### config.mk
export PLATFORM = sky130hd
export DESIGN_NAME = olrp_sqrt
export DESIGN_NICKNAME = d
export VERILOG_FILES = /design/src/sv/olrp_pkg.sv /design/src/sv/olrp_sqrt.sv
export SDC_FILE = /design/constraint.sdc
export NUM_CORES = 2
export LEC_CHECK = 0
export ABC_CLOCK_PERIOD_IN_PS = 10500
export BUFFER_PORTS_ARGS = -buffer_cell sky130_fd_sc_hd__buf_4
export CAP_MARGIN = 20
export CORE_UTILIZATION = 60
export DETAILED_ROUTE_END_ITERATION = 16
export HOLD_SLACK_MARGIN = 0.06
export PLACE_DENSITY_LB_ADDON = 0.25
export SLEW_MARGIN = 20
export SYNTH_ARGS = -nofsm -noshare
export SYNTH_HDL_FRONTEND = slang
export SYNTH_SLANG_ARGS = --single-unit
### constraint.sdc
create_clock -name clk_i -period 10.5 [get_ports clk_i]
set_input_delay 0 -clock clk_i [delete_from_list [all_inputs] [get_ports clk_i]]
set_output_delay 0 -clock clk_i [all_outputs]
set_load 0.02 [all_outputs]
### src/sv/olrp_pkg.sv
// Shared widths, constants, register codes and reciprocal tables for the rx power block.
`default_nettype none
package olrp_pkg;

  localparam int unsigned DIFF_W     = 26;
  localparam int unsigned SQ_W       = 52;
  localparam int unsigned SUM_W      = 54;
  localparam int unsigned S_W        = 50;
  localparam int unsigned D_W        = 25;
  localparam int unsigned COEF_W     = 18;
  localparam int unsigned AREA_W     = 20;
  localparam int unsigned OMC_W      = 16;
  localparam int unsigned M1_W       = 66;
  localparam int unsigned PP_W       = 65;
  localparam int unsigned FULL_W     = 98;
  localparam int unsigned GEO_W      = 62;
  localparam int unsigned DEN_W      = 62;
  localparam int unsigned E_W        = 21;
  localparam int unsigned X_W        = 43;
  localparam int unsigned T_W        = 31;
  localparam int unsigned R30_W      = 30;
  localparam int unsigned N_W        = 5;
  localparam int unsigned OUT_W      = 32;
  localparam int unsigned CFG_IDX_W  = 3;
  localparam int unsigned CFG_DATA_W = 32;

  localparam int unsigned SQRT_LAT     = D_W;
  localparam int unsigned HORNER_TERMS = 12;
  localparam int unsigned EXP_LAT      = 2 * HORNER_TERMS + 3;
  localparam int unsigned DIV_LAT      = OUT_W;
  localparam int unsigned FRONT_LAT    = 8;
  localparam int unsigned EXP_NMAX     = 30;

  localparam logic [DIFF_W-1:0] DIFF_CLAMP = DIFF_W'(64'd33554432);
  localparam logic [S_W-1:0]    S_MAX      = S_W'(64'd33554431 * 64'd33554431);
  localparam logic [31:0]       PI_E9      = 32'd3140000000;
  localparam logic [GEO_W-1:0]  GEO_CAP    = GEO_W'(64'd1 << 61);
  localparam logic [X_W-1:0]    LN2_Q24    = X_W'(64'd11629080);
  localparam logic [X_W-1:0]    EXP_LIMIT  = X_W'(64'd21 << 24);
  localparam logic [T_W-1:0]    ONE_Q30    = T_W'(64'd1 << 30);
  localparam logic [OUT_W-1:0]  OUT_MAX    = '1;

  localparam logic [COEF_W-1:0] COEF_RST = COEF_W'(2818);
  localparam logic [AREA_W-1:0] RXA_RST  = AREA_W'(1100);
  localparam logic [AREA_W-1:0] TXA_RST  = AREA_W'(10000);
  localparam logic [OMC_W-1:0]  OMC_RST  = OMC_W'(8028);

  typedef enum logic [CFG_IDX_W-1:0] {
    REG_ATTEN   = 3'd0,
    REG_RX_AREA = 3'd1,
    REG_TX_AREA = 3'd2,
    REG_OMC     = 3'd3
  } cfg_reg_e;

  localparam int unsigned RECIP_SH [1:12] = '{31, 32, 33, 33, 34, 34, 34, 34, 35, 35, 35, 35};

  localparam logic [31:0] RECIP_M [1:12] = '{
    32'(((64'd1 << 31) + 64'd0)  / 64'd1),
    32'(((64'd1 << 32) + 64'd1)  / 64'd2),
    32'(((64'd1 << 33) + 64'd2)  / 64'd3),
    32'(((64'd1 << 33) + 64'd3)  / 64'd4),
    32'(((64'd1 << 34) + 64'd4)  / 64'd5),
    32'(((64'd1 << 34) + 64'd5)  / 64'd6),
    32'(((64'd1 << 34) + 64'd6)  / 64'd7),
    32'(((64'd1 << 34) + 64'd7)  / 64'd8),
    32'(((64'd1 << 35) + 64'd8)  / 64'd9),
    32'(((64'd1 << 35) + 64'd9)  / 64'd10),
    32'(((64'd1 << 35) + 64'd10) / 64'd11),
    32'(((64'd1 << 35) + 64'd11) / 64'd12)
  };

endpackage
`default_nettype wire

### src/sv/olrp_sqrt.sv
// Pipelined integer square root, one root bit per stage.
`default_nettype none
module olrp_sqrt #(
  parameter int unsigned SIDE_W = 1
) (
  input  logic                       clk_i,
  input  logic                       en_i,
  input  logic [olrp_pkg::S_W-1:0]   s_i,
  input  logic [SIDE_W-1:0]          side_i,
  output logic [olrp_pkg::D_W-1:0]   d_o,
  output logic [SIDE_W-1:0]          side_o
);

  localparam int unsigned N   = olrp_pkg::SQRT_LAT;
  localparam int unsigned SW  = olrp_pkg::S_W;
  localparam int unsigned DW  = olrp_pkg::D_W;
  localparam int unsigned TW  = SW + 2;

  logic [DW-1:0]     r_q    [N];
  logic [SW-1:0]     sq_q   [N];
  logic [SW-1:0]     s_q    [N];
  logic [SIDE_W-1:0] side_q [N];

  for (genvar i = 0; i < N; i++) begin : g_stage
    localparam int unsigned B = N - 1 - i;
    logic [DW-1:0]     r_in;
    logic [SW-1:0]     sq_in;
    logic [SW-1:0]     s_in;
    logic [SIDE_W-1:0] side_in;
    logic [TW-1:0]     trial;

    if (i == 0) begin : g_head
      assign r_in    = '0;
      assign sq_in   = '0;
      assign s_in    = s_i;
      assign side_in = side_i;
    end else begin : g_body
      assign r_in    = r_q[i-1];
      assign sq_in   = sq_q[i-1];
      assign s_in    = s_q[i-1];
      assign side_in = side_q[i-1];
    end

    assign trial = TW'(sq_in) + (TW'(r_in) << (B + 1)) + (TW'(1) << (2 * B));

    always_ff @(posedge clk_i) begin
      if (en_i) begin
        if (trial <= TW'(s_in)) begin
          r_q[i]  <= r_in | (DW'(1) << B);
          sq_q[i] <= SW'(trial);
        end else begin
          r_q[i]  <= r_in;
          sq_q[i] <= sq_in;
        end
        s_q[i]    <= s_in;
        side_q[i] <= side_in;
      end
    end
  end

  assign d_o    = r_q[N-1];
  assign side_o = side_q[N-1];

endmodule
`default_nettype wire

-- After elaboration in Yosys (flattened, before gate mapping)
Memory sizes are Yosys's and may differ from the RTL's.
Index checks and enable logic that the tools add are counted.
- bits in writable memories: 3150
- input port bits: 53
- register bits after elaboration: 0
- output and inout bits: 26
- memories: 4
- logic and storage cells: 329
- memory list (name ; words ; bits a word ; read ports ; clocked after memory_dff ; wr ports ; line ; RTL):
    s_q ; 25 ; 50 ; 24 ; 0 ; 25 ; olrp_sqrt.sv:21 ; logic [SW-1:0] s_q [N];
    sq_q ; 25 ; 50 ; 24 ; 0 ; 25 ; olrp_sqrt.sv:20 ; logic [SW-1:0] sq_q [N];
    r_q ; 25 ; 25 ; 25 ; 0 ; 25 ; olrp_sqrt.sv:19 ; logic [DW-1:0] r_q [N];
    side_q ; 25 ; 1 ; 25 ; 0 ; 25 ; olrp_sqrt.sv:22 ; logic [SIDE_W-1:0] side_q [N];
- add/subtract/negate cells: 48
- magnitude comparators: 25
- bitwise operators: 50
- multiplexer cells: 202
- operators with widths (kind ; count):
    $mux 50 ; 25
    $le 52x50->1 ; 24
    $mux 25 ; 25
    $mux 1 ; 152
    $add 51x1->52 const B ; 1
    $add 51x11->52 const B ; 1
    $add 51x13->52 const B ; 1
    $add 51x15->52 const B ; 1
    $add 51x17->52 const B ; 1
    $add 51x19->52 const B ; 1
    $add 51x21->52 const B ; 1
    $add 51x23->52 const B ; 1
    $add 51x25->52 const B ; 1
    $add 51x27->52 const B ; 1
    $add 51x29->52 const B ; 1
    $add 51x3->52 const B ; 1
    $add 51x31->52 const B ; 1
    $add 51x33->52 const B ; 1
    $add 51x35->52 const B ; 1
    $add 51x37->52 const B ; 1
    $add 51x39->52 const B ; 1
    $add 51x41->52 const B ; 1
    $add 51x43->52 const B ; 1
    $add 51x45->52 const B ; 1
    30 further kinds ; 79

-- Depth between registers and ports, before layout
An unclocked memory read counts as a cell.
- depth after elaboration: 8
- depth in mapped cells: 25
- depth with buffers taken out: 22

-- Worst setup path before layout
Ideal clock, no wire load.
- path type: register to register
- start point: memory r_q[0][336] (netlist bit)
- end point: memory sq_q[7][22] (netlist bit) (data pin)
- arrival: 4.851 ns
- library setup time: 0.260 ns
- path buffers: 2
- clock period less this slack: 5.111 ns
- required time: 10.240 ns
- setup slack: 5.389 ns
- cell stages (with the launch flop): 22
- cell sequence: edfxtp_1 ha_1 ha_1 a21oi_1 o221ai_1 o21ba_2 a2111oi_2 a21oi_1 a21oi_2 clkbuf_1 nor2_1 xor2_1 ha_1 nand4_1 nor4_1 nand2_1 or4_1 and3_1 o41ai_1 o21ai_2 buf_2 mux2_2
- RTL lines (item ; line):
    start, declared ; olrp_sqrt.sv:19
    end, declared ; olrp_sqrt.sv:20

==> impl_metrics.toml <==
[clock_network]
cts_hold_buffers = 103
clkSinkCount = 2125
tritoncts = "yes"
postCtsResizedCells = 0
cts-root-buf = "clkbuf_16"
number_of_cts_inserted_buffers = 214
cts_htree_levels = 4
insertion_delay_ns = 0.88
post_cts.repair.setup_buffers = 0
cts_buffer_depth = 3
clk_transition_reported_paths_ns = 0.06

[route]
remaining_drc_errors = 0
detail-route-antenna-nets = 0
wl_per_cell_um = 23.8
wirelength_um = 260000
drt_iter0_drc = 6045
drt-pass1-iter-count = 6
post_drt_via_cell_ratio = 6.03
num_vias = 65851

[finish]
drive_above_1_share_pct = 8.52
multiInputGateArea_mm2 = 0.0388
regArea_mm2 = 0.0638
finalNetCount = 9360
postLayoutCellArea_mm2 = 0.117
synthToLayoutAreaGrowth_pct = 11.0
layout_fillers = 12402

[worst_setup_path]
critical_path.max_fanout = 42
critical_path_arrival_ns = 8.00
crit_cells = 20
cp_data_required_time_ns = 11.06
critical_path.slowest_cell = "nor4_1"
timing.critical_path.buf_inv = 1
worstPathCellList = "ha_1 -> a31oi_1 -> a221o_1 -> a211oi_1 -> nand4_1 -> o21ai_0 -> o31a_1 -> nor2b_1 -> nand2_1 -> xnor2_1 -> ha_1 -> and4_1 -> nand3_1 -> nor4_1 -> nand4b_1 -> o21ai_0 -> a31oi_1 -> a41oi_4 -> buf_4 -> mux2_2"
timing.critical_path.from_type = "flip-flop"
reg2reg_depth = 20
critical_path.top_delay_family = "compound AO/OA/AOI/OAI gates"
crit_path_max_incr_delay_ns = 0.93
critical_path_type = "reg -> reg"
timing.critical_path.to_type = "flip-flop"

[timing]
timing_max_transition_violations_final = 0
timing_worst_slew_pin_value_ns = 1.15
clock-skew-final_ns = 0.0669
postLayoutSetupSlackWorst_ns = 3.06
final_hold_viol_count = 0
fin_crit_sh_pct = 70.9
maxSlewHeadroom_pct = 22.9
hold_slack_ns = 0.286
setup_tns_ns = 0
max_freq_mhz = 134
period_minus_slack_ns = 7.44
finalSetupViolCount = 0
rsz0062_at_grt = "false"

[floorplanning]
floorplan.die.height_um = 422
floorplan.core_area_mm2 = 0.175
die_area_mm2 = 0.178
pin_count = 79
rows = 153
die_x_um = 422
initial_core_util_pct = 60.6

[yosys]
synthesis.nets = 9046
number_of_flops_mapped_to_enable_cells_by_yosys = 2125
syn-instance-count = 8095
post_synth_instance_area_mm2 = 0.106
synth_seq_cells = 2125
async_flop_share_pct = 0
synthDominantCellAreaShare_pct = 60.3
ys.warnings.count = 0
avgSynthCellArea_um2 = 13.1
ys_top_cells_by_area = "edfxtp_1, ha_1, xnor2_1"
synthDistinctLibCells = 112
ys_dominant_reg_cell = "edfxtp_1"
ys_seq_area_share_pct = 60.3
yosysTopAreaCell = "edfxtp_1"

[place]
pre_cts_ws_ns = 3.20
placed_cell_area_mm2 = 0.109
dp_hpwl_um = 195000
placement.io_buffers = 78
place_congestion = 0.938

[grt]
grt_pass1_wl_um = 394000
first_global_vias = 65956
globalRoute.totalOverflow = 0
grt_antenna_before_repair = 5
grt_usage_pct = 29.0
grt_max_degree = 181

[job]
max-cap-violations = 0

[power]
p_sw_share_pct = 32.7
total_leakage_power_uw = 0.0461
pwr_density_cell_mw_per_mm2 = 234
share_clk_of_total_power_pct = 28.1
power_frac_seq_pct = 42.4
power_switching_uw = 8980
vdd.ir_drop.worst_v = 0.000160
cellInternalPower_uw = 18500
power.share.combinational_pct = 29.4

[min_path]
hold_path_class = "in -> reg"
whs_path_depth = 2

[status]
outcome = "finished, final reports clean"
## worst paths after layout
check          startpoint             to  slack (ns)
max            r_q[1][82]   sq_q[10][10]        3.06
min                  en_i    r_q[0][313]        0.29
max reg2reg    r_q[1][82]   sq_q[10][10]        3.06
min reg2reg  side_q[0][9]  side_q[0][10]        0.42
## synthesized netlist by cell type, types with 41 or more instances
| master | n |
|---|---|
| a211oi_1 | 61 |
| edfxtp_1 | 2125 |
| a21o_1 | 215 |
| nand3_1 | 197 |
| xor2_1 | 313 |
| inv_1 | 717 |
| clkbuf_1 | 80 |
| nor4_1 | 139 |
| o21ai_0 | 206 |
| xnor2_1 | 470 |
| mux2_2 | 200 |
| a21oi_1 | 378 |
| nand2b_1 | 43 |
| nand4_1 | 207 |
| nor2b_1 | 67 |
| and3_1 | 73 |
| a31oi_1 | 41 |
| nor2_1 | 353 |
| nand2_1 | 576 |
| o21a_1 | 74 |
| nor3_1 | 98 |
| ha_1 | 898 |
| and2_1 | 47 |
## area by class of cell
| type | instances | area share, % |
|---|---|---|
| Antenna cell | 2 | 0.00426 |
| Clock buffer | 243 | 4.67 |
| Clock inverter | 154 | 1.42 |
| Inverter | 721 | 2.31 |
| Multi-Input combinational cell | 5118 | 33.0 |
| Sequential cell | 2125 | 54.4 |
| Tap cell | 2325 | 2.48 |
| Timing Repair Buffer | 229 | 1.75 |
## per-stage QoR
step | instances | util (%) | total power (µW)
detailed placement | 10415 | 62.5 | 19700
global placement | 10415 | 62.5 | 19400
finish | 10917 | 67.2 | 27400
CTS | 10915 | 67.2 | 27400
global route | 10915 | 67.2 | 28800
floorplan | 8095 | - | 17100
## sequential cells by signal, summed over array words and instances (netlist names)
signal and cells:
r_q 325, s_q 1200, side_q 25, sq_q 575
## layout by cell type, fill, tap and decap left out, drive strengths merged, types with 207 or more instances in the layout
cell type and instances:
a21o 215, nor2 353, nand4 207, xnor2 470, o21ai 218, edfxtp 2125
ha 898, xor2 313, inv 726, nand2 576, clkbuf 243, a21oi 385
## power groups by stage
stage / registers (µW) / logic [µW] / clock network [µW]
2_1_floorplan: 11300 / 5850 / 0
3_3_place_gp: 11800 / 7630 / 0
3_5_place_dp: 11800 / 7870 / 0
4_1_cts: 11600 / 7990 / 7800
5_1_grt: 11700 / 8980 / 8140
6_report: 11600 / 8080 / 7720
## worst reg2reg max path, cell delays in order, from the launching register on
cell and delay [ns]:
edfxtp_1 0.48, ha_1 0.40, a31oi_1 0.17, a221o_1 0.42
a211oi_1 0.50, nand4_1 0.15, o21ai_0 0.15, o31a_1 0.63
nor2b_1 0.47, nand2_1 0.12, xnor2_1 0.15, ha_1 0.32
and4_1 0.20, nand3_1 0.16, nor4_1 0.93, nand4b_1 0.23
o21ai_0 0.34, a31oi_1 0.18, a41oi_4 0.22, buf_4 0.48
mux2_2 0.48
## layer usage
layer / track usage [%] / vias up / share of wire [%]
met4: 11.1 / 4 / 4.0
met2: 50.5 / 2189 / 50
met5: 0 / - / 0.010
met3: 3.98 / 516 / 5.4
li1: - / 30793 / -
met1: 36.8 / 32349 / 40
## cells by family after synthesis
kind of cell,Yosys count,share of synthesized area [%]
flip-flops,2125,60.3
multiplexers,200,2.13
AND/OR/NAND/NOR,1968,9.40
XOR/XNOR,783,6.48
adder cells (fa/ha/maj),898,10.6
buffers and inverters,852,3.11
AO/OA/AOI/OAI,1269,7.95
(Power assumes the default switching activity.)
